===== src/ect_pkg.sv =====
// ----------------------------------------------------------------------------
// ect_pkg
// Shared types and token codes of the expression character tokenizer.
// ----------------------------------------------------------------------------
package ect_pkg;

    // token kinds
    localparam logic [3:0] KIND_COMMENT = 4'd0;
    localparam logic [3:0] KIND_NUMBER  = 4'd1;
    localparam logic [3:0] KIND_LPAREN  = 4'd2;
    localparam logic [3:0] KIND_RPAREN  = 4'd3;
    localparam logic [3:0] KIND_EQUAL   = 4'd4;
    localparam logic [3:0] KIND_NEWLINE = 4'd5;
    localparam logic [3:0] KIND_ADD     = 4'd6;
    localparam logic [3:0] KIND_SUB     = 4'd7;
    localparam logic [3:0] KIND_MUL     = 4'd8;
    localparam logic [3:0] KIND_DIV     = 4'd9;
    localparam logic [3:0] KIND_END     = 4'd10;
    localparam logic [3:0] KIND_ERROR   = 4'd11;

    // error codes
    localparam logic [1:0] ERR_NONE    = 2'd0;
    localparam logic [1:0] ERR_LONG    = 2'd1;
    localparam logic [1:0] ERR_INVALID = 2'd2;
    localparam logic [1:0] ERR_SYNTAX  = 2'd3;

    typedef struct packed {
        logic [7:0] character;
        logic       first_of_line;
        logic       end_of_text;
    } item_t;

    typedef struct packed {
        logic [3:0]  token_kind;
        logic [31:0] mantissa;
        logic [7:0]  fraction_digits;
        logic        mantissa_saturated;
        logic [1:0]  error_code;
        logic        last;
    } result_t;

    // up to two results caused by one character, in delivery order
    typedef struct packed {
        logic [1:0] count;
        result_t    first;
        result_t    second;
    } result_pair_t;

endpackage


===== src/ect_char_if.sv =====
// ----------------------------------------------------------------------------
// ect_char_if
// Character channel: one text byte with line start and end of text marks.
// ----------------------------------------------------------------------------
interface ect_char_if;
    logic       valid;
    logic       ready;
    logic [7:0] character;
    logic       first_of_line;
    logic       end_of_text;

    modport source (output valid, character, first_of_line, end_of_text, input ready);
    modport sink   (input valid, character, first_of_line, end_of_text, output ready);
endinterface


===== src/ect_token_if.sv =====
// ----------------------------------------------------------------------------
// ect_token_if
// Token channel: one token with number payload and error code.
// ----------------------------------------------------------------------------
interface ect_token_if;
    logic        valid;
    logic        ready;
    logic [3:0]  token_kind;
    logic [31:0] mantissa;
    logic [7:0]  fraction_digits;
    logic        mantissa_saturated;
    logic [1:0]  error_code;
    logic        last;

    modport source (output valid, token_kind, mantissa, fraction_digits,
                    mantissa_saturated, error_code, last, input ready);
    modport sink   (input valid, token_kind, mantissa, fraction_digits,
                    mantissa_saturated, error_code, last, output ready);
endinterface


===== src/ect_lexer_core.sv =====
// ----------------------------------------------------------------------------
// ect_lexer_core
// Lexer state and the single-pass next-state / token logic for one character.
// ----------------------------------------------------------------------------
module ect_lexer_core #(
    parameter int MAX_TOKEN_LENGTH = 256,
    parameter int MANTISSA_BITS    = 32
) (
    input  logic                 clk,
    input  logic                 rst_n,
    input  ect_pkg::item_t       item,
    input  logic                 fire,
    output ect_pkg::result_pair_t pair
);
    import ect_pkg::*;

    localparam int MANT_W = (MANTISSA_BITS < 32) ? MANTISSA_BITS : 32;
    localparam int LEN_W  = $clog2(MAX_TOKEN_LENGTH);
    localparam logic [LEN_W-1:0] LEN_LIMIT = LEN_W'(MAX_TOKEN_LENGTH - 1);

    localparam logic [2:0] ST_INIT = 3'd0;
    localparam logic [2:0] ST_INT  = 3'd1;
    localparam logic [2:0] ST_DOT  = 3'd2;
    localparam logic [2:0] ST_FRAC = 3'd3;
    localparam logic [2:0] ST_LP   = 3'd4;
    localparam logic [2:0] ST_RP   = 3'd5;
    localparam logic [2:0] ST_EQ   = 3'd6;
    localparam logic [2:0] ST_STR  = 3'd7;

    localparam logic [7:0] CH_PLUS   = 8'h2B;
    localparam logic [7:0] CH_MINUS  = 8'h2D;
    localparam logic [7:0] CH_STAR   = 8'h2A;
    localparam logic [7:0] CH_SLASH  = 8'h2F;
    localparam logic [7:0] CH_DOT    = 8'h2E;
    localparam logic [7:0] CH_EQUAL  = 8'h3D;
    localparam logic [7:0] CH_LPAREN = 8'h28;
    localparam logic [7:0] CH_RPAREN = 8'h29;
    localparam logic [7:0] CH_SEMI   = 8'h3B;
    localparam logic [7:0] CH_LF     = 8'h0A;
    localparam logic [7:0] CH_QUOTE  = 8'h22;
    localparam logic [7:0] CH_ZERO   = 8'h30;
    localparam logic [7:0] CH_NINE   = 8'h39;
    localparam logic [7:0] CH_SPACE  = 8'h20;
    localparam logic [7:0] CH_TAB    = 8'h09;
    localparam logic [7:0] CH_VT     = 8'h0B;
    localparam logic [7:0] CH_FF     = 8'h0C;
    localparam logic [7:0] CH_CR     = 8'h0D;

    logic [2:0]        state_reg, state_next;
    logic [LEN_W-1:0]  len_reg, len_next;
    logic [MANT_W-1:0] acc_reg, acc_next;
    logic [7:0]        frac_reg, frac_next;
    logic              sat_reg, sat_next;
    logic              halted_reg, halted_next;

    logic [7:0]        c;
    logic              is_digit, is_op, is_blank, is_lf, is_dot, is_eq;
    logic [2:0]        st_cur, st_pc;
    logic [LEN_W-1:0]  len_cur, len_pc;
    logic [MANT_W-1:0] acc_cur, acc_pc;
    logic [7:0]        frac_cur;
    logic              sat_cur, halt_cur;
    logic [MANT_W+3:0] acc_x10;
    logic              acc_ovf;
    logic              pend_valid;
    logic [3:0]        pend_kind;
    logic              pre_fail, do_close, clear_all;
    logic              close_emit, own_emit;
    logic [3:0]        close_kind, own_kind;
    logic [1:0]        own_err;
    result_t           close_res, own_res;

    always_comb
    begin
        c        = item.character;
        is_digit = (c >= CH_ZERO) && (c <= CH_NINE);
        is_op    = (c == CH_PLUS) || (c == CH_MINUS) || (c == CH_STAR) || (c == CH_SLASH);
        is_lf    = (c == CH_LF);
        is_blank = (c == CH_SPACE) || (c == CH_TAB) || is_lf || (c == CH_VT)
                   || (c == CH_FF) || (c == CH_CR);
        is_dot   = (c == CH_DOT);
        is_eq    = (c == CH_EQUAL);

        // a line start drops whatever was pending and lifts the halt
        st_cur   = item.first_of_line ? ST_INIT : state_reg;
        len_cur  = item.first_of_line ? '0 : len_reg;
        acc_cur  = item.first_of_line ? '0 : acc_reg;
        frac_cur = item.first_of_line ? '0 : frac_reg;
        sat_cur  = item.first_of_line ? 1'b0 : sat_reg;
        halt_cur = item.first_of_line ? 1'b0 : halted_reg;

        unique case (st_cur)
            ST_INT, ST_FRAC:
            begin
                pend_valid = 1'b1;
                pend_kind  = KIND_NUMBER;
            end
            ST_LP:
            begin
                pend_valid = 1'b1;
                pend_kind  = KIND_LPAREN;
            end
            ST_RP:
            begin
                pend_valid = 1'b1;
                pend_kind  = KIND_RPAREN;
            end
            ST_EQ:
            begin
                pend_valid = 1'b1;
                pend_kind  = KIND_EQUAL;
            end
            default:
            begin
                pend_valid = 1'b0;
                pend_kind  = KIND_NUMBER;
            end
        endcase

        pre_fail = ((st_cur == ST_LP) && (is_op || is_dot || is_eq))
                   || ((st_cur == ST_RP) && (is_dot || is_eq));
        do_close = (((st_cur == ST_INT) || (st_cur == ST_FRAC)) && !is_digit && !is_dot)
                   || (st_cur == ST_LP) || (st_cur == ST_RP) || (st_cur == ST_EQ);
        st_pc  = do_close ? ST_INIT : st_cur;
        len_pc = do_close ? '0 : len_cur;
        acc_pc = do_close ? '0 : acc_cur;

        acc_x10 = ({4'b0000, acc_pc} << 3) + ({4'b0000, acc_pc} << 1)
                  + (MANT_W+4)'(c[3:0]);
        acc_ovf = |acc_x10[MANT_W+3:MANT_W];

        close_emit  = 1'b0;
        close_kind  = pend_kind;
        own_emit    = 1'b0;
        own_kind    = KIND_END;
        own_err     = ERR_NONE;
        clear_all   = 1'b0;
        state_next  = st_cur;
        len_next    = len_cur;
        acc_next    = acc_cur;
        frac_next   = frac_cur;
        sat_next    = sat_cur;
        halted_next = halt_cur;

        if (item.end_of_text)
        begin
            close_emit  = pend_valid;
            own_emit    = 1'b1;
            own_kind    = KIND_END;
            clear_all   = 1'b1;
            halted_next = 1'b0;
        end
        else if (!halt_cur)
        begin
            if (item.first_of_line && (c == CH_SEMI))
            begin
                own_emit    = 1'b1;
                own_kind    = KIND_COMMENT;
                clear_all   = 1'b1;
                halted_next = 1'b1;
            end
            else if (pre_fail)
            begin
                own_emit    = 1'b1;
                own_kind    = KIND_ERROR;
                own_err     = ERR_SYNTAX;
                clear_all   = 1'b1;
                halted_next = 1'b1;
            end
            else
            begin
                close_emit = do_close;
                if (do_close)
                begin
                    state_next = ST_INIT;
                    len_next   = '0;
                    acc_next   = '0;
                    frac_next  = '0;
                    sat_next   = 1'b0;
                end
                priority if (is_lf)
                begin
                    own_emit  = 1'b1;
                    own_kind  = KIND_NEWLINE;
                    clear_all = 1'b1;
                end
                else if (is_blank)
                begin
                    own_emit = 1'b0;
                end
                else if (len_pc >= LEN_LIMIT)
                begin
                    own_emit    = 1'b1;
                    own_kind    = KIND_ERROR;
                    own_err     = ERR_LONG;
                    clear_all   = 1'b1;
                    halted_next = 1'b1;
                end
                else
                begin
                    len_next = len_pc + LEN_W'(1);
                    priority if (is_op)
                    begin
                        own_emit  = 1'b1;
                        clear_all = 1'b1;
                        priority if (c == CH_PLUS)  own_kind = KIND_ADD;
                        else if (c == CH_MINUS)     own_kind = KIND_SUB;
                        else if (c == CH_STAR)      own_kind = KIND_MUL;
                        else                        own_kind = KIND_DIV;
                    end
                    else if (is_digit)
                    begin
                        // a digit after a closed paren or equal starts from zero
                        if ((st_pc == ST_INIT) || (st_pc == ST_INT))
                        begin
                            state_next = ST_INT;
                            if (acc_ovf)
                            begin
                                acc_next = {MANT_W{1'b1}};
                                sat_next = 1'b1;
                            end
                            else
                            begin
                                acc_next = acc_x10[MANT_W-1:0];
                            end
                        end
                        else if ((st_pc == ST_DOT) || (st_pc == ST_FRAC))
                        begin
                            state_next = ST_FRAC;
                            if (acc_ovf || (frac_cur == 8'hFF))
                            begin
                                sat_next = 1'b1;
                            end
                            else
                            begin
                                acc_next  = acc_x10[MANT_W-1:0];
                                frac_next = frac_cur + 8'd1;
                            end
                        end
                    end
                    else if (c == CH_LPAREN)
                    begin
                        state_next = ST_LP;
                    end
                    else if (c == CH_RPAREN)
                    begin
                        state_next = ST_RP;
                    end
                    else if (is_eq)
                    begin
                        state_next = ST_EQ;
                    end
                    else if (is_dot)
                    begin
                        if (st_pc == ST_INT)
                        begin
                            state_next = ST_DOT;
                        end
                        else
                        begin
                            own_emit    = 1'b1;
                            own_kind    = KIND_ERROR;
                            own_err     = ERR_SYNTAX;
                            clear_all   = 1'b1;
                            halted_next = 1'b1;
                        end
                    end
                    else if (c == CH_QUOTE)
                    begin
                        state_next = ST_STR;
                    end
                    else if (st_pc != ST_STR)
                    begin
                        own_emit    = 1'b1;
                        own_kind    = KIND_ERROR;
                        own_err     = ERR_INVALID;
                        clear_all   = 1'b1;
                        halted_next = 1'b1;
                    end
                end
            end
        end

        if (clear_all)
        begin
            state_next = ST_INIT;
            len_next   = '0;
            acc_next   = '0;
            frac_next  = '0;
            sat_next   = 1'b0;
        end

        close_res.token_kind         = close_kind;
        close_res.mantissa           = (close_kind == KIND_NUMBER) ? 32'(acc_cur) : 32'd0;
        close_res.fraction_digits    = (close_kind == KIND_NUMBER) ? frac_cur : 8'd0;
        close_res.mantissa_saturated = (close_kind == KIND_NUMBER) ? sat_cur : 1'b0;
        close_res.error_code         = ERR_NONE;
        close_res.last               = !own_emit;

        own_res.token_kind         = own_kind;
        own_res.mantissa           = 32'd0;
        own_res.fraction_digits    = 8'd0;
        own_res.mantissa_saturated = 1'b0;
        own_res.error_code         = own_err;
        own_res.last               = 1'b1;

        pair.count  = {1'b0, close_emit} + {1'b0, own_emit};
        pair.first  = close_emit ? close_res : own_res;
        pair.second = own_res;
    end

    always_ff @(posedge clk or negedge rst_n)
    begin
        if (!rst_n)
        begin
            state_reg  <= ST_INIT;
            len_reg    <= '0;
            acc_reg    <= '0;
            frac_reg   <= '0;
            sat_reg    <= 1'b0;
            halted_reg <= 1'b0;
        end
        else if (fire)
        begin
            state_reg  <= state_next;
            len_reg    <= len_next;
            acc_reg    <= acc_next;
            frac_reg   <= frac_next;
            sat_reg    <= sat_next;
            halted_reg <= halted_next;
        end
    end

    a_halt_clean: assert property (@(posedge clk) disable iff (!rst_n)
        halted_reg |-> (state_reg == ST_INIT) && (len_reg == '0))
        else $error("halted lexer holds a pending token");

    a_frac_only_in_fraction: assert property (@(posedge clk) disable iff (!rst_n)
        (frac_reg != 8'd0) |-> (state_reg == ST_FRAC))
        else $error("fraction digits counted outside fraction state");

    a_pair_closes_first: assert property (@(posedge clk) disable iff (!rst_n)
        (fire && (pair.count == 2'd2)) |->
            ((pair.first.token_kind == KIND_NUMBER) || (pair.first.token_kind == KIND_LPAREN)
             || (pair.first.token_kind == KIND_RPAREN) || (pair.first.token_kind == KIND_EQUAL)))
        else $error("two results without a pending token closed first");

endmodule


===== src/ect_out_buffer.sv =====
// ----------------------------------------------------------------------------
// ect_out_buffer
// Two-entry result register that serializes the tokens of one character.
// ----------------------------------------------------------------------------
module ect_out_buffer (
    input  logic                  clk,
    input  logic                  rst_n,
    input  ect_pkg::result_pair_t pair,
    input  logic                  load,
    output logic                  can_take,
    ect_token_if.source           tokens
);
    import ect_pkg::*;

    logic [1:0] cnt_reg, cnt_next;
    result_t    slot0_reg, slot0_next;
    result_t    slot1_reg, slot1_next;
    logic       pop;
    logic [1:0] rem_cnt;
    logic [1:0] add_cnt;

    always_comb
    begin
        pop      = (cnt_reg != 2'd0) && tokens.ready;
        rem_cnt  = cnt_reg - {1'b0, pop};
        can_take = ({1'b0, pair.count} + {1'b0, rem_cnt}) <= 3'd2;
        add_cnt  = load ? pair.count : 2'd0;
        cnt_next = rem_cnt + add_cnt;

        slot0_next = pop ? slot1_reg : slot0_reg;
        slot1_next = slot1_reg;
        if (load && (rem_cnt == 2'd0))
        begin
            slot0_next = pair.first;
            slot1_next = pair.second;
        end
        else if (load && (rem_cnt == 2'd1))
        begin
            slot1_next = pair.first;
        end
    end

    always_ff @(posedge clk or negedge rst_n)
    begin
        if (!rst_n)
        begin
            cnt_reg <= 2'd0;
        end
        else
        begin
            cnt_reg <= cnt_next;
        end
    end

    always_ff @(posedge clk)
    begin
        slot0_reg <= slot0_next;
        slot1_reg <= slot1_next;
    end

    assign tokens.valid              = (cnt_reg != 2'd0);
    assign tokens.token_kind         = slot0_reg.token_kind;
    assign tokens.mantissa           = slot0_reg.mantissa;
    assign tokens.fraction_digits    = slot0_reg.fraction_digits;
    assign tokens.mantissa_saturated = slot0_reg.mantissa_saturated;
    assign tokens.error_code         = slot0_reg.error_code;
    assign tokens.last               = slot0_reg.last;

    a_cnt_bound: assert property (@(posedge clk) disable iff (!rst_n)
        cnt_reg != 2'd3)
        else $error("output buffer overfilled");

    a_second_is_final: assert property (@(posedge clk) disable iff (!rst_n)
        (cnt_reg == 2'd2) |-> slot1_reg.last)
        else $error("buffered second token is not the final one of its character");

endmodule


===== src/expression_char_tokenizer.sv =====
// ----------------------------------------------------------------------------
// expression_char_tokenizer
// Path: an accepted character passes the input register, then the result
//   register; it waits in the input register until its tokens fit there.
// Throughput: one character per cycle while the output register has room;
//   a character that yields two tokens holds the two-entry output register
//   for two output transactions.
// Reset: rst_n clears the lexer to its initial state, empties both registers.
// ----------------------------------------------------------------------------
module expression_char_tokenizer #(
    parameter int MAX_TOKEN_LENGTH = 256,
    parameter int MANTISSA_BITS    = 32
) (
    input  logic        clk,
    input  logic        rst_n,
    ect_char_if.sink    chars,
    ect_token_if.source tokens
);
    import ect_pkg::*;

    logic         in_valid_reg;
    item_t        item_reg;
    result_pair_t pair;
    logic         can_take;
    logic         fire;
    logic         in_take;

    // the registered character is processed once its tokens fit the output
    assign fire        = in_valid_reg && can_take;
    assign chars.ready = !in_valid_reg || fire;
    assign in_take     = chars.valid && chars.ready;

    always_ff @(posedge clk or negedge rst_n)
    begin
        if (!rst_n)
        begin
            in_valid_reg <= 1'b0;
        end
        else if (in_take)
        begin
            in_valid_reg <= 1'b1;
        end
        else if (fire)
        begin
            in_valid_reg <= 1'b0;
        end
    end

    always_ff @(posedge clk)
    begin
        if (in_take)
        begin
            item_reg.character     <= chars.character;
            item_reg.first_of_line <= chars.first_of_line;
            item_reg.end_of_text   <= chars.end_of_text;
        end
    end

    ect_lexer_core #(
        .MAX_TOKEN_LENGTH (MAX_TOKEN_LENGTH),
        .MANTISSA_BITS    (MANTISSA_BITS)
    ) u_core (
        .clk   (clk),
        .rst_n (rst_n),
        .item  (item_reg),
        .fire  (fire),
        .pair  (pair)
    );

    ect_out_buffer u_out (
        .clk      (clk),
        .rst_n    (rst_n),
        .pair     (pair),
        .load     (fire),
        .can_take (can_take),
        .tokens   (tokens)
    );

endmodule

===== src/flat_wrapper.sv =====
// flat-port wrapper written by rule: the top's interface ports become plain ports
module expression_char_tokenizer_flat import ect_pkg::*;
#(
    parameter int MAX_TOKEN_LENGTH = 256,
    parameter int MANTISSA_BITS    = 32
)
  (clk, rst_n, chars_valid, chars_character, chars_first_of_line, chars_end_of_text, chars_ready, tokens_valid, tokens_token_kind, tokens_mantissa, tokens_fraction_digits, tokens_mantissa_saturated, tokens_error_code, tokens_last, tokens_ready);
  ect_char_if chars_i ();
  ect_token_if tokens_i ();
  input  logic clk;
  input  logic rst_n;
  input wire logic [$bits(chars_i.valid)-1:0] chars_valid;
  input wire logic [$bits(chars_i.character)-1:0] chars_character;
  input wire logic [$bits(chars_i.first_of_line)-1:0] chars_first_of_line;
  input wire logic [$bits(chars_i.end_of_text)-1:0] chars_end_of_text;
  output wire logic [$bits(chars_i.ready)-1:0] chars_ready;
  output wire logic [$bits(tokens_i.valid)-1:0] tokens_valid;
  output wire logic [$bits(tokens_i.token_kind)-1:0] tokens_token_kind;
  output wire logic [$bits(tokens_i.mantissa)-1:0] tokens_mantissa;
  output wire logic [$bits(tokens_i.fraction_digits)-1:0] tokens_fraction_digits;
  output wire logic [$bits(tokens_i.mantissa_saturated)-1:0] tokens_mantissa_saturated;
  output wire logic [$bits(tokens_i.error_code)-1:0] tokens_error_code;
  output wire logic [$bits(tokens_i.last)-1:0] tokens_last;
  input wire logic [$bits(tokens_i.ready)-1:0] tokens_ready;
  assign chars_i.valid = chars_valid;
  assign chars_i.character = chars_character;
  assign chars_i.first_of_line = chars_first_of_line;
  assign chars_i.end_of_text = chars_end_of_text;
  assign chars_ready = chars_i.ready;
  assign tokens_valid = tokens_i.valid;
  assign tokens_token_kind = tokens_i.token_kind;
  assign tokens_mantissa = tokens_i.mantissa;
  assign tokens_fraction_digits = tokens_i.fraction_digits;
  assign tokens_mantissa_saturated = tokens_i.mantissa_saturated;
  assign tokens_error_code = tokens_i.error_code;
  assign tokens_last = tokens_i.last;
  assign tokens_i.ready = tokens_ready;
  expression_char_tokenizer #(.MAX_TOKEN_LENGTH(MAX_TOKEN_LENGTH), .MANTISSA_BITS(MANTISSA_BITS)) u_core (.clk(clk), .rst_n(rst_n), .chars(chars_i), .tokens(tokens_i));
endmodule

===== config.mk =====
export PLATFORM = sky130hd
export DESIGN_NAME = expression_char_tokenizer_flat
export DESIGN_NICKNAME = d
export VERILOG_FILES = /design/src/ect_pkg.sv /design/src/ect_char_if.sv /design/src/ect_token_if.sv /design/src/ect_lexer_core.sv /design/src/ect_out_buffer.sv /design/src/expression_char_tokenizer.sv /design/src/flat_wrapper.sv
export SDC_FILE = /design/constraint.sdc
export NUM_CORES = 1
export LEC_CHECK = 0
export BUFFER_PORTS_ARGS = -buffer_cell sky130_fd_sc_hd__buf_2
export CORE_UTILIZATION = 35
export CTS_CLUSTER_DIAMETER = 60
export DETAILED_ROUTE_END_ITERATION = 8
export HOLD_SLACK_MARGIN = 0.03
export REMOVE_ABC_BUFFERS = 1
export SETUP_SLACK_MARGIN = 0.15
export SLEW_MARGIN = 20
export SYNTH_ARGS = -nofsm -noshare
export SYNTH_HDL_FRONTEND = slang
export SYNTH_HIERARCHICAL = 1
export SYNTH_SLANG_ARGS = --single-unit

===== constraint.sdc =====
create_clock -name clk -period 15.1 [get_ports clk]
set_input_delay 0.755 -clock clk [delete_from_list [all_inputs] [get_ports clk]]
set_output_delay 0.755 -clock clk [all_outputs]
set_load 0.02 [all_outputs]

==> flow_summary.ini, run 1 <==
[clock_network]
cts_tree = done
cts-root-buf = clkbuf_16
ctsHoldBuffers = 0
cts.sinks = 162
postCtsSetupRepairBufs = 0
path_clk_slew_ns = 0.07
cts_resized = 0
clkLatencyLatePin_ns = 0.44
cts_buffer_depth = 2
htree_num_levels = 4
numCtsBuffers = 17

[placed_design]
io_buffer_count = 63
placedCellCount = 1632
gp_congestion = 0.932
dpl-instance-area_um2 = 12100
dp_hpwl_mm = 22.3

[routing]
dr_wl_met2_mm = 14.3
wl_mm = 30.6
drtIter0Drc = 739
vias_per_cell = 5.46
top_layer = met4
wl_met1_mm = 13.8
vias = 9092
wl_per_cell_um = 18.4
antenna_left = 0
firstDrtPassIters = 5
met3_length_mm = 1.83
drc = 0

[pwr]
power.leakage_nw = 5.46
ir_drop_mv = 0.134
p_per_area_nw_per_um2 = 171

[floorplanning]
die_x_um = 185
core-area_um2 = 32700
start_util_pct = 35.8
io-pin-count = 64
die_h_um = 185
die-area_um2 = 34200
rows = 66

[layout]
antenna_cells = 0
area_delta_synth_final_pct = 8.60
fin_util_pct = 38.9
layout-drive-gt1-share_pct = 18.2
layout_commonest_cell = nand2_1
layout_common_cells = nand2_1, edfxtp_1, o21ai_0
multiInputGateArea_um2 = 6500
fill_cells = 3263
regArea_um2 = 4580
nets = 1296
largest_reg_flops = 48
fin_area_um2 = 12700
fin_cells = 1665

[global_route]
grt_pass1_wl_mm = 48.7
grt_remaining_overflow = 0
grt_pass1_vias = 8899
antenna_found_initial = 2
grt_use_total_pct = 18.3
grt_max_degree = 71

[timing]
setup-tns-final_ns = 0
hold_viol = 0
holdWs_ns = 0.485
slew_violations = 0
fmax_mhz = 138
rsz0062_at_grt = false
maxSlewHeadroom_pct = 23.1
finClkSkew_ns = 0.0122
fin_crit_sh_pct = 47.9
worstMarginPinSlew_ns = 1.15
finalSetupViolCount = 0
finalCriticalPeriod_ns = 7.24

[worst_setup_path]
worstReg2RegStart = u_core/item_reg[3]
crit_path_end_kind = flop
cp_max_fo = 70
path_class = flop to flop
critPathLaunchType = flop
crit_start = u_core/item_reg[3]
crit_arrival_ns = 7.42
worstPathRequired_ns = 15.28

[logic_synthesis]
yosysTopAreaCellShare_pct = 27.2
synth_area_leaders = edfxtp_1, dfrtp_1, ha_1, mux2_2, nand2_1
synth_edf_count = 106
synth_area_um2 = 11700
seq_area_frac_synth_pct = 39.2
syn_area_per_cell_um2 = 9.89
yosysWarnings = 6
synthArstFlopShare_pct = 34.6
syn_inst = 1184
ys_ff_latch = 162
ys.flop_type = edfxtp_1
yosysTopAreaCell = edfxtp_1
yosysUniqueCellTypes = 78

[hold_path]
min-delay-path-class = primary input to asynchronous set/reset pin

[outcome]
run_status = completed

[run]
maxCapViolCount = 0
kinds of logic (layout without fill, tap and decap cells):
group / count (synthesis) / in the layout / share of synthesized area (%)
and+or+nand+nor: 392 / 392 / 17.2
muxes: 101 / 101 / 10.6
xor gates and xnor gates: 37 / 37 / 2.77
other: 2 / 42 / 0.0641
AOI/OAI and AO/OA: 281 / 281 / 15.5
buffers and inverters: 137 / 136 / 6.80
adders and majority gates: 72 / 72 / 7.82
DFF: 162 / 162 / 39.2
routing by layer:
metal  global-route usage, %  up-vias
met4                    6.61        0
met3                    2.87       45
li1                        -     4358
met1                    24.8     4385
met5                       0        -
met2                    29.6      304
synthesized netlist by cell type (all sizes together), types with 34 or more instances:
library cell,count
and3,42
mux2,97
a21oi,68
edfxtp,106
o21ai,75
dfrtp,56
ha,70
nor3,34
nor2,46
clkbuf,39
nand2,118
buf,69
and2,53
worst max-delay path, cell delays in order (launching register included):
cell and delay (ns):
edfxtp_1 0.63, or3b_4 0.47, a2bb2oi_2 0.16, o21bai_1 0.14
buf_4 0.34, and3_1 0.26, ha_1 0.19, nand3_1 0.09
nor3_1 0.21, and3_1 0.22, o31ai_1 0.12, nand3_1 0.17
a21oi_2 0.10, inv_1 0.15, ha_1 0.27, ha_1 0.22
fa_1 0.45, a21oi_1 0.21, and2_1 0.67, and3_4 0.56
buf_4 0.82, mux2_2 0.42
final timing paths:
| kind | cells past startpoint | to | slack [ns] |
|---|---|---|---|
| max | 21 | u_core/u_out/tokens.mantissa[27] | 7.86 |
| min | 2 | u_core/u_core/frac_reg[1] | 0.49 |
| max reg2reg | 21 | u_core/u_out/tokens.mantissa[27] | 7.86 |
| min reg2reg | 2 | u_core/u_core/acc_reg[29] | 0.50 |
| max in group asynchronous | 2 | u_core/u_core/acc_reg[6] | 14.10 |
| min in group clk | 1 | u_core/item_reg[7] | 0.49 |
where the power goes:
part           internal (mW)  switching [mW]
clock network          0.218           0.201
registers              0.730          0.0734
logic                  0.366           0.582
area by class of cell:
class,instances,share of cell area (%)
Clock buffer,17,3.35
Clock inverter,15,1.09
Inverter,29,0.856
Multi-Input combinational cell,925,51.1
Sequential cell,162,36.1
Tap cell,442,4.35
Timing Repair Buffer,75,3.19
stage by stage:
step                      total power, mW  setup slack (ns)
final                                2.17              7.86
after detailed placement             1.76              7.94
after CTS                            2.19              7.93
after global placement               1.74              8.10
after global routing                 2.30              7.44
after floorplan                      1.51              6.16
Power figures use the tool's default switching activity.
==> run 2, diff against run 1 <==
- clock period: 15.1 -> 6 ns (I/O delays scaled with it)
==> run 2 against run 1 <==
Cell area increased by 3.7%. Worst hold slack got worse by 0.46 ns. Sequential power increased by 150%. Count of clock-buffer cells in the layout unchanged. Non-clock buffer count increased by 44. Clock power increased to 2.7 times the previous value. Total power increased to 2.7 times the previous value. Final cell count increased by 2.7%. Largest cell class unchanged. Largest power group unchanged.
==> flow_summary.ini, run 2 (synthesized netlist as in run 1, its figures left out) <==
[run]
maxCapViolCount = 0

[pwr]
p_total_mw = 5.77
clkPwrFrac_pct = 19.9
sw_frac_of_total_pct = 38.5
p_per_area_nw_per_um2 = 437
ir_drop_mv = 0.357
power.leakage_nw = 5.73
switching_power_mw = 2.22
p_comb_share_pct = 45.9
p_int_mw = 3.55
p_seq_share_pct = 34.3

[hold_path]
min-delay-path-class = primary input to asynchronous set/reset pin

[timing]
slew_violations = 0
maxSlewHeadroom_pct = 32.6
fin_crit_sh_pct = 92.6
holdWs_ns = 0.0234
rsz0062_at_grt = false
worstMarginPinSlew_ns = 1.00
finalCriticalPeriod_ns = 5.56
fin_ws_ns = 0.443
finClkSkew_ns = 0.0135
setup-tns-final_ns = 0
fmax_mhz = 180
hold_viol = 0
finalSetupViolCount = 0

[routing]
vias_per_cell = 5.47
drtIter0Drc = 787
wl_mm = 31.7
drc = 0
firstDrtPassIters = 5
antenna_left = 0
vias = 9359
wl_per_cell_um = 18.6

[placed_design]
dp_slack_ns = 0.393
dpl-instance-area_um2 = 12500
gp_congestion = 0.922
dp_hpwl_mm = 23.5
placedCellCount = 1668
io_buffer_count = 63

[worst_setup_path]
cp_max_fo = 32
critPathLaunchType = flop
path_class = flop to flop
crit_arrival_ns = 5.88
worstReg2RegStart = u_core/item_reg[9]
crit_start = u_core/item_reg[9]
crit_path_end_kind = flop
worstPathRequired_ns = 6.32

[floorplanning]
start_util_pct = 35.8
io-pin-count = 64
rows = 66
core-area_um2 = 32700
die_x_um = 185
die_h_um = 185
die-area_um2 = 34200

[clock_network]
cts-root-buf = clkbuf_16
cts_tree = done
cts.sinks = 162
htree_num_levels = 4
path_clk_slew_ns = 0.07
clkLatencyLatePin_ns = 0.45
cts_buffer_depth = 2
numCtsBuffers = 17

[layout]
layout_commonest_cell = nand2_1
multiInputGateArea_um2 = 6520
fill_cells = 3242
layout-drive-gt1-share_pct = 20.8
layout_common_cells = nand2_1, edfxtp_1, o21ai_0
antenna_cells = 0
area_delta_synth_final_pct = 12.7
fin_cells = 1710
nets = 1341
fin_area_um2 = 13200
largest_reg_flops = 48
regArea_um2 = 4580
fin_util_pct = 40.3

[global_route]
grt_max_degree = 57
grt_pass1_wl_mm = 49.9
grt_use_total_pct = 18.9
antenna_found_initial = 1
grt_pass1_vias = 8883
grt_remaining_overflow = 0

[outcome]
run_status = completed
## run 2: cell types whose count changed in the layout (fill, tap and decap cells not counted), sizes merged
cell,before,now
buf,74,110
dlygate4sd3,0,9
bufinv,0,2
and3,42,43
clkbuf,18,17
clkinvlp,3,2
inv,38,37
## run 2: repair_timing
action,4_1_cts,5_1_grt
setup endpoints to repair,0,155
hold buffers,9,0
resized for setup,0,6
endpoints found under the hold margin,9,0
setup buffers,0,0
## run 2: worst paths after layout
kind | endpoint | slack [ns] | cells past startpoint
worst max-delay path | u_core/u_core/acc_reg[21] | 0.44 | 18
worst min-delay path | u_core/u_out/cnt_reg[0] | 0.02 | 2
worst max register to register | u_core/u_core/acc_reg[21] | 0.44 | 18
worst min register to register | u_core/u_core/acc_reg[29] | 0.50 | 2
max in group asynchronous | u_core/u_core/acc_reg[30] | 5.46 | 2
min in group clk | u_core/item_reg[2] | 0.05 | 1
## run 2: cell type report
class,count,share of cell area [%]
repair buffers,119,6.13
well taps,442,4.19
clock inverters,15,1.45
clock buffers,17,3.22
multi-input cells,926,49.4
inverters,29,0.825
flip-flops and latches,162,34.8
## run 2: worst max-delay path: stages, from the launching register on
cell and delay [ns]:
edfxtp_1 0.44, or3b_1 0.51, o21bai_1 0.21, buf_4 0.35, and3_1 0.31, ha_1 0.26
ha_1 0.36, a21o_1 0.18, a31oi_1 0.23, a211o_1 0.25, nor4bb_1 0.36, buf_4 0.21
a31oi_1 0.12, mux2i_1 0.26, or3_1 0.43, buf_4 0.23, nor2_1 0.24, o311ai_0 0.18
a32o_1 0.28
## run 2: per-layer routing
metal	track usage (%)	part of all wire (%)
met1	26.2	46
met2	29.8	45
met3	2.62	5.6
met4	6.98	2.7
met5	0	0
## run 2: power by group through the flow
stage	Sequential (mW)	Combinational [mW]	Clock (mW)
after floorplan	2.22	1.57	0
after global placement	1.99	2.59	0
after detailed placement	2.00	2.62	0
after CTS	1.98	2.64	1.17
after global routing	2.02	2.85	1.20
final	1.98	2.65	1.15
==> run 3, diff against run 2 <==
- CORE_UTILIZATION: 35 -> 40
==> run 3 against run 2 <==
Critical endpoint is now u_core/u_out/slot1_reg[21]. Routed wire length decreased by 1.1%. Clock power about the same. Worst setup slack improved by 0.11 ns. Largest power group unchanged. Combinational power increased by 2%. Highest routed layer unchanged. Sequential cell count unchanged. Final cell count decreased by 3.3%. Cell area decreased by 0.38%.
==> flow_summary.ini, run 3 (synthesized netlist as in run 1, its figures left out) <==
[worst_setup_path]
cp_common_cell = ha_1
slowest_delay_ns = 0.49
worstPathRequired_ns = 6.18
r2r_cells = 21
crit_family = simple AND/OR/NAND/NOR gates
critPathLaunchType = flop
crit_arrival_ns = 5.63
crit_path_top_delay_cell = or3b_1
cp_num_cells = 21
cp_max_fo = 33
crit_path_end_kind = flop
path_cells = or3b_1, o21bai_1, and3_1, ha_1, nand3_1, nor3_1, and3_1, o31ai_1, nand3_1, a21oi_4, inv_1, ha_1, ha_1, fa_1, a21oi_1, buf_4, and2_1, and3_4, buf_12, buf_16, mux2_2
path_buf_inv = 4
path_class = flop to flop

[global_route]
grt_remaining_overflow = 0
grt_pass1_vias = 8815
grt_use_total_pct = 20.8
grt_pass1_wl_mm = 49.3
antenna_found_initial = 1
grt_max_degree = 67

[layout]
layout-drive-gt1-share_pct = 20.6
regArea_um2 = 4580
layout_common_cells = nand2_1, edfxtp_1, o21ai_0
layout_commonest_cell = nand2_1
fill_cells = 2678
fin_area_um2 = 13100
largest_reg_flops = 48
multiInputGateArea_um2 = 6500
area_delta_synth_final_pct = 12.2
nets = 1342
fin_util_pct = 45.7
antenna_cells = 0

[timing]
maxSlewHeadroom_pct = 25.4
fmax_mhz = 183
finClkSkew_ns = 0.00831
holdWs_ns = 0.00943
rsz0062_at_grt = false
finalCriticalPeriod_ns = 5.45
hold_viol = 0
slew_violations = 0
finalSetupViolCount = 0
worstMarginPinSlew_ns = 1.12
fin_crit_sh_pct = 90.8

[clock_network]
cts_tree = done
cts-root-buf = clkbuf_16
htree_num_levels = 4
clkLatencyLatePin_ns = 0.43
cts.sinks = 162
numCtsBuffers = 17
path_clk_slew_ns = 0.07
cts_buffer_depth = 2

[placed_design]
io_buffer_count = 63
dp_hpwl_mm = 23.2
gp_congestion = 0.942
dpl-instance-area_um2 = 12300

[routing]
wl_per_cell_um = 19.0
wl_mm = 31.4
vias = 9366
firstDrtPassIters = 5
vias_per_cell = 5.67
drtIter0Drc = 767
drc = 0
antenna_left = 0

[floorplanning]
start_util_pct = 40.7
io-pin-count = 64
die-area_um2 = 30000
core-area_um2 = 28800
die_h_um = 173
die_x_um = 173
rows = 62

[outcome]
run_status = completed

[hold_path]
min-delay-path-class = primary input to asynchronous set/reset pin

[pwr]
ir_drop_mv = 0.411
power.leakage_nw = 5.73
p_per_area_nw_per_um2 = 443

[run]
maxCapViolCount = 0
==> run 3: changes by cell type in the layout (fill, tap and decap cells not counted), sizes merged <==
cell and change:
and3 -1, buf +2, bufinv +1, clkbuf +1, clkinv +2, clkinvlp +1
dlygate4sd3 -1, inv -4
==> run 3: cell type report <==
class | count | share of cell area [%]
clock buffer | 17 | 3.24
clock inverter | 15 | 1.37
inverter | 29 | 0.828
multi-input combinational | 925 | 49.5
sequential | 162 | 34.9
tap | 384 | 3.66
timing repair buffer | 121 | 6.53
==> run 3: repair_timing <==
item | CTS | global route
hold buffers | 8 | 0
buffers inserted | 0 | 9
endpoints found under the hold margin | 8 | 0
gates resized for setup | 0 | 4
setup endpoints to repair | 0 | 149
==> run 3: worst paths after layout <==
check                                                  end  slack (ns)                 startpoint
worst min register to register   u_core/u_core/acc_reg[21]        0.50  u_core/u_core/acc_reg[21]
worst max-delay path            u_core/u_out/slot1_reg[21]        0.55         u_core/item_reg[7]
worst min-delay path             u_core/u_core/acc_reg[12]       0.009                      rst_n
worst max register to register  u_core/u_out/slot1_reg[21]        0.55         u_core/item_reg[7]
min in group clk                        u_core/item_reg[2]        0.05         chars_character[0]
max in group asynchronous        u_core/u_core/acc_reg[24]        5.41                      rst_n
==> run 3: worst reg2reg max path: stages, from the launching register on <==
cell and delay, ns:
edfxtp_1 0.48, or3b_1 0.49, o21bai_1 0.30, and3_1 0.25
ha_1 0.19, nand3_1 0.08, nor3_1 0.25, and3_1 0.22
o31ai_1 0.10, nand3_1 0.20, a21oi_4 0.10, inv_1 0.14
ha_1 0.26, ha_1 0.22, fa_1 0.44, a21oi_1 0.15
buf_4 0.12, and2_1 0.18, and3_4 0.31, buf_12 0.13
buf_16 0.19, mux2_2 0.40
==> run 3: per-layer routing <==
layer,global-route usage [%],vias up,routed length [um]
li1,-,4461,-
met1,30.4,4505,14800
met2,31.1,348,13800
met3,2.37,52,1920
met4,8.37,0,838
met5,0,-,0
==> run 3: power by group <==
| part | internal, mW | switching [mW] | total [mW] |
|---|---|---|---|
| sequential | 1.83 | 0.145 | 1.98 |
| combinational | 1.14 | 1.57 | 2.71 |
| clock | 0.658 | 0.470 | 1.13 |
==> run 3: through the flow <==
| step | std cells | setup WS, ns | TNS [ns] | total power [mW] |
|---|---|---|---|---|
| 5_1_grt | 1653 | 0.183 | 0 | 6.12 |
| 3_5_place_dp | 1603 | 0.267 | 0 | 4.60 |
| 2_1_floorplan | 1116 | -2.94 | -387.48 | 3.80 |
| 3_3_place_gp | 1603 | 0.439 | 0 | 4.57 |
| 6_report | 1653 | 0.549 | 0 | 5.82 |
| 4_1_cts | 1643 | 0.238 | 0 | 5.74 |
